===== config.mk =====
export PLATFORM = sky130hd
export DESIGN_NAME = keyed_event_coalescer_unit
export DESIGN_NICKNAME = d
export VERILOG_FILES = /design/src/rtl/kec_pkg.sv /design/src/rtl/kec_ctrl.sv /design/src/rtl/kec_dp.sv /design/src/rtl/keyed_event_coalescer_unit.sv
export SDC_FILE = /design/constraint.sdc
export NUM_CORES = 2
export LEC_CHECK = 0
export CELL_PAD_IN_SITES_DETAIL_PLACEMENT = 1
export CELL_PAD_IN_SITES_GLOBAL_PLACEMENT = 1
export CORE_MARGIN = 2
export CORE_UTILIZATION = 35
export CTS_CLUSTER_DIAMETER = 30
export CTS_CLUSTER_SIZE = 24
export DETAILED_ROUTE_END_ITERATION = 6
export DONT_BUFFER_PORTS = 1
export PLACE_DENSITY_LB_ADDON = 0.1
export SETUP_SLACK_MARGIN = 0.2
export SYNTH_ARGS = -nofsm -noshare
export SYNTH_HDL_FRONTEND = slang
export SYNTH_HIERARCHICAL = 1
export SYNTH_SLANG_ARGS = --single-unit
export TNS_END_PERCENT = 20

===== constraint.sdc =====
create_clock -name clk -period 27.8 [get_ports clk]
set_clock_uncertainty 0.15 [all_clocks]
set_input_delay 2.78 -clock clk [delete_from_list [all_inputs] [get_ports clk]]
set_output_delay 2.78 -clock clk [all_outputs]
set_load 0.02 [all_outputs]

===== src/rtl/kec_pkg.sv =====
// ----------------------------------------------------------------------------
// kec_pkg
// Shared types and constants of the keyed event coalescer: payload structs,
// item kind codes, register indexes, controller states and the command and
// status groups between controller and datapath.
// ----------------------------------------------------------------------------
package kec_pkg;

	localparam int TIME_W     = 40;
	localparam int MAG_W      = 16;
	localparam int TOTAL_W    = 17;
	localparam int KEY_W      = 4;
	localparam int THRESH_W   = 16;
	localparam int WINDOW_W   = 20;
	localparam int CFG_IDX_W  = 4;
	localparam int CFG_DATA_W = 20;

	localparam logic [THRESH_W-1:0] THRESHOLD_RESET = 16'd30;
	localparam logic [WINDOW_W-1:0] WINDOW_RESET    = 20'd5000;

	typedef enum logic [1:0] {
		KIND_EVENT = 2'd0,
		KIND_PASS  = 2'd1,
		KIND_TICK  = 2'd2,
		KIND_CLEAR = 2'd3
	} kec_kind_t;

	typedef enum logic {
		OUT_PASS  = 1'b0,
		OUT_BATCH = 1'b1
	} kec_okind_t;

	typedef enum logic [CFG_IDX_W-1:0] {
		REG_BATCH_THRESHOLD = 4'd0,
		REG_WINDOW_MS       = 4'd1
	} kec_reg_t;

	typedef enum logic [2:0] {
		ST_IDLE,
		ST_DECODE,
		ST_SCAN,
		ST_UPD_RD,
		ST_UPD,
		ST_FIN
	} kec_state_t;

	typedef struct packed {
		logic [1:0]        kind;
		logic [KEY_W-1:0]  key_id;
		logic [MAG_W-1:0]  magnitude;
		logic [TIME_W-1:0] observed_ms;
		logic [TIME_W-1:0] source_ms;
	} kec_in_t;

	typedef struct packed {
		logic               out_kind;
		logic [KEY_W-1:0]   out_key;
		logic [TOTAL_W-1:0] out_total;
		logic [TIME_W-1:0]  out_time_ms;
		logic               last;
	} kec_out_t;

	typedef struct packed {
		logic [TIME_W-1:0]  window_start;
		logic [TIME_W-1:0]  last_source;
		logic [TOTAL_W-1:0] total;
	} kec_entry_t;

	// Commands from the controller to the datapath.
	typedef struct packed {
		logic load;      // capture the accepted item, rewind the scan index
		logic clear;     // empty the table
		logic rd_scan;   // read the entry at the scan index
		logic scan_act;  // act on the scanned entry and step to the next one
		logic rd_key;    // read the entry of the item's key
		logic upd_act;   // open or extend the item's entry
		logic pass_act;  // emit the pass-through result
		logic fin_act;   // release the held result as the item's last one
	} kec_cmd_t;

	// Status from the datapath to the controller.
	typedef struct packed {
		logic [1:0] kind;
		logic       now_nz;
		logic       key_ok;
		logic       idx_last;
		logic       scan_emit;
		logic       upd_emit;
		logic       hold_v;
		logic       out_free;
		logic       slot_ok;
	} kec_sts_t;

endpackage


===== src/rtl/kec_ctrl.sv =====
// ----------------------------------------------------------------------------
// kec_ctrl
// Sequencer of the coalescer: accepts an item, runs the expiry scan over the
// table, updates the item's entry and closes the item's result stream.
// ----------------------------------------------------------------------------
module kec_ctrl (
	input  logic              clk,
	input  logic              arst_n,
	input  logic              item_valid,
	output logic              item_ready,
	output kec_pkg::kec_cmd_t cmd,
	input  kec_pkg::kec_sts_t sts
);

	kec_pkg::kec_state_t state_q, state_d;

	always_ff @(posedge clk or negedge arst_n) begin
		if (!arst_n) begin
			state_q <= kec_pkg::ST_IDLE;
		end else begin
			state_q <= state_d;
		end
	end

	// Next state.
	always_comb begin
		state_d = state_q;
		unique case (state_q)
			kec_pkg::ST_IDLE: begin
				if (item_valid) begin
					state_d = kec_pkg::ST_DECODE;
				end
			end
			kec_pkg::ST_DECODE: begin
				if (sts.kind == kec_pkg::KIND_CLEAR) begin
					state_d = kec_pkg::ST_IDLE;
				end else if (sts.now_nz) begin
					state_d = kec_pkg::ST_SCAN;
				end else begin
					state_d = kec_pkg::ST_UPD_RD;
				end
			end
			kec_pkg::ST_SCAN: begin
				if (!(sts.scan_emit && !sts.slot_ok) && sts.idx_last) begin
					state_d = kec_pkg::ST_UPD_RD;
				end
			end
			kec_pkg::ST_UPD_RD: begin
				if (sts.kind == kec_pkg::KIND_EVENT && sts.key_ok) begin
					state_d = kec_pkg::ST_UPD;
				end else if (sts.kind == kec_pkg::KIND_PASS) begin
					if (sts.slot_ok) begin
						state_d = kec_pkg::ST_FIN;
					end
				end else begin
					state_d = kec_pkg::ST_FIN;
				end
			end
			kec_pkg::ST_UPD: begin
				if (!(sts.upd_emit && !sts.slot_ok)) begin
					state_d = kec_pkg::ST_FIN;
				end
			end
			kec_pkg::ST_FIN: begin
				if (!sts.hold_v || sts.out_free) begin
					state_d = kec_pkg::ST_IDLE;
				end
			end
			default: state_d = kec_pkg::ST_IDLE;
		endcase
	end

	// Outputs.
	always_comb begin
		cmd        = '0;
		item_ready = 1'b0;
		unique case (state_q)
			kec_pkg::ST_IDLE: begin
				item_ready = 1'b1;
				cmd.load   = item_valid;
			end
			kec_pkg::ST_DECODE: begin
				if (sts.kind == kec_pkg::KIND_CLEAR) begin
					cmd.clear = 1'b1;
				end else if (sts.now_nz) begin
					cmd.rd_scan = 1'b1;
				end
			end
			kec_pkg::ST_SCAN: begin
				cmd.scan_act = !(sts.scan_emit && !sts.slot_ok);
			end
			kec_pkg::ST_UPD_RD: begin
				if (sts.kind == kec_pkg::KIND_EVENT && sts.key_ok) begin
					cmd.rd_key = 1'b1;
				end else if (sts.kind == kec_pkg::KIND_PASS) begin
					cmd.pass_act = sts.slot_ok;
				end
			end
			kec_pkg::ST_UPD: begin
				cmd.upd_act = !(sts.upd_emit && !sts.slot_ok);
			end
			kec_pkg::ST_FIN: begin
				cmd.fin_act = sts.hold_v && sts.out_free;
			end
			default: cmd = '0;
		endcase
	end

endmodule


===== src/rtl/kec_dp.sv =====
// ----------------------------------------------------------------------------
// kec_dp
// Datapath of the coalescer: configuration registers, the entry table with
// its occupancy bits, expiry and update arithmetic, and the two-deep result
// stage that marks the last result of each item.
// ----------------------------------------------------------------------------
module kec_dp #(
	parameter int NUM_KEYS = 16
) (
	input  logic                                 clk,
	input  logic                                 arst_n,
	input  kec_pkg::kec_in_t                     item,
	input  logic                                 cfg_valid,
	input  logic [kec_pkg::CFG_IDX_W-1:0]        cfg_index,
	input  logic [kec_pkg::CFG_DATA_W-1:0]       cfg_data,
	output logic                                 result_valid,
	input  logic                                 result_ready,
	output kec_pkg::kec_out_t                    result,
	input  kec_pkg::kec_cmd_t                    cmd,
	output kec_pkg::kec_sts_t                    sts
);

	localparam int KW = (NUM_KEYS > 1) ? $clog2(NUM_KEYS) : 1;

	logic [kec_pkg::THRESH_W-1:0] threshold_q;
	logic [kec_pkg::WINDOW_W-1:0] window_q;
	kec_pkg::kec_in_t             item_q;
	logic [kec_pkg::TIME_W-1:0]   now_q;
	logic [KW-1:0]                idx_q;
	logic [NUM_KEYS-1:0]          occ_q;
	kec_pkg::kec_entry_t          mem_q [NUM_KEYS];
	kec_pkg::kec_entry_t          rdata_q;
	kec_pkg::kec_out_t            hold_q, out_q;
	logic                         hold_v_q, out_v_q;

	// Configuration writes; indexes beyond the list are ignored.
	always_ff @(posedge clk or negedge arst_n) begin
		if (!arst_n) begin
			threshold_q <= kec_pkg::THRESHOLD_RESET;
			window_q    <= kec_pkg::WINDOW_RESET;
		end else if (cfg_valid) begin
			unique case (cfg_index)
				kec_pkg::REG_BATCH_THRESHOLD: threshold_q <= cfg_data[kec_pkg::THRESH_W-1:0];
				kec_pkg::REG_WINDOW_MS:       window_q    <= cfg_data;
				default: ;
			endcase
		end
	end

	// Item capture. The resolved time falls back to the source time.
	always_ff @(posedge clk) begin
		if (cmd.load) begin
			item_q <= item;
			now_q  <= (item.observed_ms != '0) ? item.observed_ms : item.source_ms;
		end
	end

	logic          idx_last;
	logic [KW-1:0] kidx;
	logic          key_ok;

	assign idx_last = (idx_q == KW'(NUM_KEYS - 1));
	assign kidx     = KW'(item_q.key_id);
	assign key_ok   = (32'(item_q.key_id) < NUM_KEYS);

	always_ff @(posedge clk or negedge arst_n) begin
		if (!arst_n) begin
			idx_q <= '0;
		end else if (cmd.load) begin
			idx_q <= '0;
		end else if (cmd.scan_act && !idx_last) begin
			idx_q <= idx_q + 1'b1;
		end
	end

	// Expiry test of the scanned entry.
	logic [kec_pkg::TIME_W:0] age;
	logic                     expire, scan_emit;

	assign age       = {1'b0, now_q} - {1'b0, rdata_q.window_start};
	assign expire    = occ_q[idx_q] && (rdata_q.window_start != '0) && !age[kec_pkg::TIME_W]
		&& (age[kec_pkg::TIME_W-1:0] >= {{(kec_pkg::TIME_W-kec_pkg::WINDOW_W){1'b0}}, window_q});
	assign scan_emit = expire && (rdata_q.total != '0);

	// Open or extend the item's entry.
	logic [kec_pkg::MAG_W-1:0]   mag_eff;
	logic                        open_e, upd_flush, upd_emit;
	logic [kec_pkg::TOTAL_W-1:0] new_total;
	kec_pkg::kec_entry_t         new_entry;

	assign mag_eff   = (item_q.magnitude != '0) ? item_q.magnitude : kec_pkg::MAG_W'(1);
	assign open_e    = !occ_q[kidx] || (rdata_q.window_start == '0);
	assign new_total = (open_e ? '0 : rdata_q.total) + kec_pkg::TOTAL_W'(mag_eff);
	assign upd_flush = (new_total >= kec_pkg::TOTAL_W'(threshold_q));
	assign upd_emit  = upd_flush && (new_total != '0);

	always_comb begin
		new_entry.total = new_total;
		if (open_e) begin
			new_entry.window_start = now_q;
			new_entry.last_source  = item_q.source_ms;
		end else begin
			new_entry.window_start = rdata_q.window_start;
			new_entry.last_source  = (item_q.source_ms != '0) ? item_q.source_ms
				: rdata_q.last_source;
		end
	end

	// Entry table: one read port with registered data, one write port.
	logic          rd_en;
	logic [KW-1:0] raddr;

	assign rd_en = cmd.rd_key || cmd.rd_scan || (cmd.scan_act && !idx_last);
	always_comb begin
		if (cmd.rd_key) begin
			raddr = kidx;
		end else if (cmd.scan_act) begin
			raddr = idx_q + 1'b1;
		end else begin
			raddr = idx_q;
		end
	end

	always_ff @(posedge clk) begin
		if (cmd.upd_act) begin
			mem_q[kidx] <= new_entry;
		end
	end

	always_ff @(posedge clk) begin
		if (rd_en) begin
			rdata_q <= mem_q[raddr];
		end
	end

	// Occupancy bits double as the table's valid bits.
	always_ff @(posedge clk or negedge arst_n) begin
		if (!arst_n) begin
			occ_q <= '0;
		end else if (cmd.clear) begin
			occ_q <= '0;
		end else if (cmd.scan_act && expire) begin
			occ_q[idx_q] <= 1'b0;
		end else if (cmd.upd_act) begin
			occ_q[kidx] <= !upd_flush;
		end
	end

	// New result of this cycle.
	logic              produce;
	kec_pkg::kec_out_t new_res;

	assign produce = (cmd.scan_act && scan_emit) || (cmd.upd_act && upd_emit) || cmd.pass_act;

	always_comb begin
		new_res.last = 1'b0;
		if (cmd.pass_act) begin
			new_res.out_kind    = kec_pkg::OUT_PASS;
			new_res.out_key     = item_q.key_id;
			new_res.out_total   = kec_pkg::TOTAL_W'(item_q.magnitude);
			new_res.out_time_ms = item_q.source_ms;
		end else if (cmd.upd_act) begin
			new_res.out_kind    = kec_pkg::OUT_BATCH;
			new_res.out_key     = item_q.key_id;
			new_res.out_total   = new_total;
			new_res.out_time_ms = new_entry.last_source;
		end else begin
			new_res.out_kind    = kec_pkg::OUT_BATCH;
			new_res.out_key     = kec_pkg::KEY_W'(idx_q);
			new_res.out_total   = rdata_q.total;
			new_res.out_time_ms = rdata_q.last_source;
		end
	end

	// A result waits in the hold stage until the next one, or the end of the
	// item, tells whether it is the last.
	logic              out_free, push;
	kec_pkg::kec_out_t push_res;

	assign out_free = !out_v_q || result_ready;
	assign push     = (produce && hold_v_q) || cmd.fin_act;

	always_comb begin
		push_res      = hold_q;
		push_res.last = cmd.fin_act;
	end

	always_ff @(posedge clk or negedge arst_n) begin
		if (!arst_n) begin
			hold_v_q <= 1'b0;
			out_v_q  <= 1'b0;
		end else begin
			if (produce) begin
				hold_v_q <= 1'b1;
			end else if (cmd.fin_act) begin
				hold_v_q <= 1'b0;
			end
			out_v_q <= push || (out_v_q && !result_ready);
		end
	end

	always_ff @(posedge clk) begin
		if (produce) begin
			hold_q <= new_res;
		end
		if (push) begin
			out_q <= push_res;
		end
	end

	assign result_valid = out_v_q;
	assign result       = out_q;

	always_comb begin
		sts.kind      = item_q.kind;
		sts.now_nz    = (now_q != '0);
		sts.key_ok    = key_ok;
		sts.idx_last  = idx_last;
		sts.scan_emit = scan_emit;
		sts.upd_emit  = upd_emit;
		sts.hold_v    = hold_v_q;
		sts.out_free  = out_free;
		sts.slot_ok   = !hold_v_q || out_free;
	end

endmodule


===== src/rtl/keyed_event_coalescer_unit.sv =====
// ----------------------------------------------------------------------------
// keyed_event_coalescer_unit
// Per-key coalescing table: sums event magnitudes per key, flushes batches on
// age or on reaching a threshold, and passes other events straight through.
// ----------------------------------------------------------------------------
//
//  Channel  Direction  Handshake                    Beat
//  item     in         item_valid / item_ready      kec_in_t: kind, key, magnitude, times
//  result   out        result_valid / result_ready  kec_out_t: one batch or passed event
//  cfg      in         cfg_valid / cfg_ready        cfg_index, cfg_data (register write)
//
// An item beat is taken in the idle state only; the unit works on one item at a
// time. A coalescable event with a nonzero resolved time first passes the expiry
// scan, which reads one table entry per cycle through the single read port of
// the table while the result channel does not stall. Pass-through and tick items
// go through the scan too but update no entry; with a zero resolved time the scan
// is skipped, and a clear item only empties the table.
// Result beats leave through an output register; a result waits in a
// hold stage so that the last flag can be set on the final beat of an item.
// A stalled result channel freezes the scan or update until a slot is free.
// Reset clears the occupancy bits at once, so there is no clearing pass; the
// registers return to a threshold of 30 and a window of 5000 ms.
// cfg_ready is always high; writes are meant for times when the unit is idle.
//
module keyed_event_coalescer_unit #(
	parameter int NUM_KEYS = 16
) (
	input  logic                           clk,
	input  logic                           arst_n,
	input  logic                           item_valid,
	output logic                           item_ready,
	input  kec_pkg::kec_in_t               item,
	output logic                           result_valid,
	input  logic                           result_ready,
	output kec_pkg::kec_out_t              result,
	input  logic                           cfg_valid,
	output logic                           cfg_ready,
	input  logic [kec_pkg::CFG_IDX_W-1:0]  cfg_index,
	input  logic [kec_pkg::CFG_DATA_W-1:0] cfg_data
);

	kec_pkg::kec_cmd_t cmd;
	kec_pkg::kec_sts_t sts;

	// Register writes never wait.
	assign cfg_ready = 1'b1;

	// The controller sequences the accept, the scan, the update and the
	// closing of the result stream.
	kec_ctrl u_ctrl (
		.clk        (clk),
		.arst_n     (arst_n),
		.item_valid (item_valid),
		.item_ready (item_ready),
		.cmd        (cmd),
		.sts        (sts)
	);

	// The datapath holds the table, the registers and the result stages.
	kec_dp #(
		.NUM_KEYS (NUM_KEYS)
	) u_dp (
		.clk          (clk),
		.arst_n       (arst_n),
		.item         (item),
		.cfg_valid    (cfg_valid),
		.cfg_index    (cfg_index),
		.cfg_data     (cfg_data),
		.result_valid (result_valid),
		.result_ready (result_ready),
		.result       (result),
		.cmd          (cmd),
		.sts          (sts)
	);

`ifndef SYNTHESIS
	// Every result of the previous item has left the hold stage before a new
	// item is taken.
	a_hold_empty_at_accept: assert property (@(posedge clk) disable iff (!arst_n)
		item_ready |-> !sts.hold_v)
		else $error("hold stage busy while a new item can be taken");

	// The scan only advances over a flushing entry when its result has a slot.
	a_scan_no_drop: assert property (@(posedge clk) disable iff (!arst_n)
		(cmd.scan_act && sts.scan_emit) |-> sts.slot_ok)
		else $error("scan result produced without a free slot");

	// Clearing the table produces no result in the same cycle.
	a_clear_silent: assert property (@(posedge clk) disable iff (!arst_n)
		cmd.clear |-> !(cmd.scan_act || cmd.upd_act || cmd.pass_act || cmd.fin_act))
		else $error("result produced while clearing the table");

	// An accepted item closes the input until its work is done.
	a_one_item: assert property (@(posedge clk) disable iff (!arst_n)
		(item_valid && item_ready) |=> !item_ready)
		else $error("second item taken before the first was processed");
`endif

endmodule

==> reports/results.tsv <==
metric	value	unit
status	finished, final reports clean	
maximum vdd drop	0.117	mV
Reg-to-Reg Start	u_dp/rdata_q[94]$_DFFE_PP_	
Tot GR Track Use	20.9	%
TritonCTS clock tree	done	
First DRT Iteration DRCs	3338	
clk slew on worst S/H paths	0.05	ns
H-tree levels	5	
Post-synth ARST share	3.15	%
Synth Instances	4252	
commonest non-fill, non-tap cell in the layout	edfxtp_1	
EDFF count, synth	1876	
Slowest Stage Delay on Critical Path	1.09	ns
Initial Util	35.1	%
initial antenna violation count	31	
DRC errors left	0	
Startpoint Class	register	
pre-CTS WS	16.45	ns
Final Worst Setup Slack	16.56	ns
Crit. End Element	register	
met1 usage	28.4	%
Least-Margin Pin Slew	1.33	ns
total grt overflow	0	
Final GP Congestion	0.836	
Hold Path End	u_dp/result[18]$_DFFE_PP_	
die width	478	um
min-delay src	u_dp/hold_q[18]$_DFFE_PP_	
Crit path top cell by count	o21ai_0	
Fin Setup TNS	0	ns
r2r endpoint	u_dp/occ_q[15]$_DFFE_PN0P_	
CP arrival	11.87	ns
hold crit path type	register to register	
final setup fails	0	
max cap viols	0	
share of cells above drive strength 1	26.8	%
Rows	174	
r2r setup slk	16.56	ns
GR Util met3	3.40	%
synthesized cell area	0.0788	sq mm
Final Max Slew Viols	0	
CTS buffer count	450	
clk buf depth	4	
Layout area overhead	25.0	%
DRT Pass-1 Iters	5	
ANT nets after route	0	
max frequency	89.0	MHz
FILL cells	21102	
clock tree root buffer cell	clkbuf_16	
cell area after layout	0.0985	sq mm
cell leakage power	33.6	nW
Synth warnings	6	
DP Area	0.0828	sq mm
Setup Buffers After CTS	0	
Tmin final	11.24	ns
vias per cell	5.33	
critical path class	register to register	
Slew headroom	10.7	%
die area	0.229	sq mm
crit share post-route	40.4	%
Synth Flop Type	edfxtp_1	
RSZ-0062 raised after global routing	no	
core box area	0.224	sq mm
Hold Path Stages	0	
final wirelength	240000	um
routed length per instance	30.2	um
Mean Syn Cell Area	18.5	sq um
Ports	197	
Final Hold Viols	0	
vias in the first global route	45439	
post-cts hold buffer count	0	
PnR Total Power	12.6	mW
CP max FO	43	
# clock sinks	1937	
post-CTS sizing	0	
commonest cells after routing, fill and taps aside	edfxtp_1, clkbuf_16, mux4_2, nand2_1, a21oi_1	
worst path required time	28.43	ns
M2 GR Usage	34.6	%
number of port buffers	0	
Vias	42391	
largest net degree at the start of global routing	125	
R2R depth	30	
register area share after synthesis	73.5	%
final core occ	43.9	%
Final Net Count	4807	
Detailed Place HPWL	134000	um
first-pass GRT wire length	343000	um
#FFs+latches synth	1937	
post-synth cell types	87	
power per cell area	128	mW/mm^2
die height	478	um
clock network latency to the later pin of the worst-skew pair	1.00	ns
grt peak-use layer	met2	
Net Count, Synth	4481	
Slowest cell on crit path	nor2_4	
## worst max-delay path: cells and delay by family, from the launching register on
kind            cells  cell delay [ns]
buf+inv             4             1.79
flops               1             0.51
fa+ha+maj           3             1.10
xor+xnor            1             0.39
compound gates     13             2.93
simple gates        9             4.11
## synthesized netlist by cell type, drive strengths merged (6+ instances only)
cell type / instances / share of area [%]
o21ai: 171 / 1.1
a21o: 107 / 1.0
nand3: 34 / 0.23
nor2: 55 / 0.26
a211oi: 108 / 1.0
mux2i: 122 / 1.6
a21oi: 166 / 1.1
or2: 9 / 0.071
nor4b: 8 / 0.097
mux2: 25 / 0.36
nor3: 25 / 0.17
o21a: 11 / 0.10
and2: 25 / 0.20
and3: 6 / 0.054
buf: 85 / 0.51
a31oi: 7 / 0.056
nand2: 237 / 1.1
clkbuf: 151 / 0.72
edfxtp: 1876 / 72
mux4: 398 / 11
xnor2: 21 / 0.23
a211o: 10 / 0.11
xor2: 21 / 0.23
dfrtp: 52 / 1.7
ha: 96 / 1.5
and4: 7 / 0.081
nand4: 29 / 0.24
o22ai: 7 / 0.056
o21bai: 8 / 0.076
nand2b: 17 / 0.14
o211ai: 7 / 0.067
nor4: 54 / 0.43
inv: 105 / 0.50
dfstp: 9 / 0.30
nor2b: 107 / 0.85
## metal layers
layer  vias to the layer above  share of wire (%)
met5                         -                  0
met4                         0                2.6
met3                       389                4.4
met2                      1192                 49
met1                     22746                 44
li1                      18064                  -
## kinds of logic after synthesis
group | Yosys count | synth area share [%]
flip-flops | 1937 | 73.5
AND/OR/NAND/NOR | 637 | 4.20
other | 2 | 0.00953
buffers and inverters | 341 | 1.73
AO/OA/AOI/OAI | 650 | 5.26
multiplexers | 545 | 13.3
adder cells (fa/ha/maj) | 98 | 1.58
XOR/XNOR | 42 | 0.467
## state kept, by name, summed over array words and instances, names as in the netlist
name and count:
u_dp/mem_q 1552, u_dp/rdata_q 97, u_dp/result 63, u_dp/hold_q 62, u_dp/item_q 56, u_dp/now_q 40, u_dp/window_q 20, u_dp/occ_q 16
u_dp/threshold_q 16, u_dp/idx_q 4, u_dp/kidx 4, u_ctrl/state_q 3, u_dp/sts 2, u_dp/hold_v_q 1, u_dp/result_valid 1
## metrics by stage
step | std cells | hold WS [ns]
3_5_place_dp | 7118 | 0.255
2_1_floorplan | 4252 | 0.250
4_1_cts | 7934 | 0.262
6_report | 7949 | 0.260
3_3_place_gp | 7118 | 0.254
5_1_grt | 7947 | 0.266
## worst max-delay path by stage
stage                                            end  slack [ns]                        from  depth (start not counted)
final                     u_dp/occ_q[15]$_DFFE_PN0P_       16.56  u_dp/rdata_q[94]$_DFFE_PP_                         30
after global routing      u_dp/rdata_q[40]$_DFFE_PP_       15.54     u_dp/now_q[0]$_DFFE_PP_                         34
after CTS                 u_dp/rdata_q[40]$_DFFE_PP_       16.33     u_dp/now_q[0]$_DFFE_PP_                         34
after detailed placement  u_dp/mem_q[6][9]$_DFFE_PP_       16.45  u_dp/rdata_q[94]$_DFFE_PP_                         27
after global placement    u_dp/occ_q[15]$_DFFE_PN0P_       16.43      u_dp/kidx[1]$_DFFE_PP_                         29
after floorplan            u_dp/occ_q[0]$_DFFE_PN0P_       13.79      u_dp/kidx[1]$_DFFE_PP_                         29
## cell type report
cell class / count / area, sq um / share of cell area, %
tap: 2992 / 3740 / 3.80
multi-input combinational: 1974 / 19800 / 20.1
timing repair buffer: 110 / 976 / 0.991
clock inverter: 302 / 3980 / 4.04
clock buffer: 514 / 11700 / 11.8
inverter: 105 / 409 / 0.415
sequential: 1937 / 57900 / 58.8
antenna: 15 / 37.5 / 0.0381
## power by group
part	leakage (nW)	total, mW	internal (mW)	switching, mW
Clock	7.48	5.41	3.76	1.66
Combinational	8.38	3.19	1.27	1.91
Sequential	17.7	4.03	3.82	0.210
Note: power is estimated with default switching activity, not from simulation.
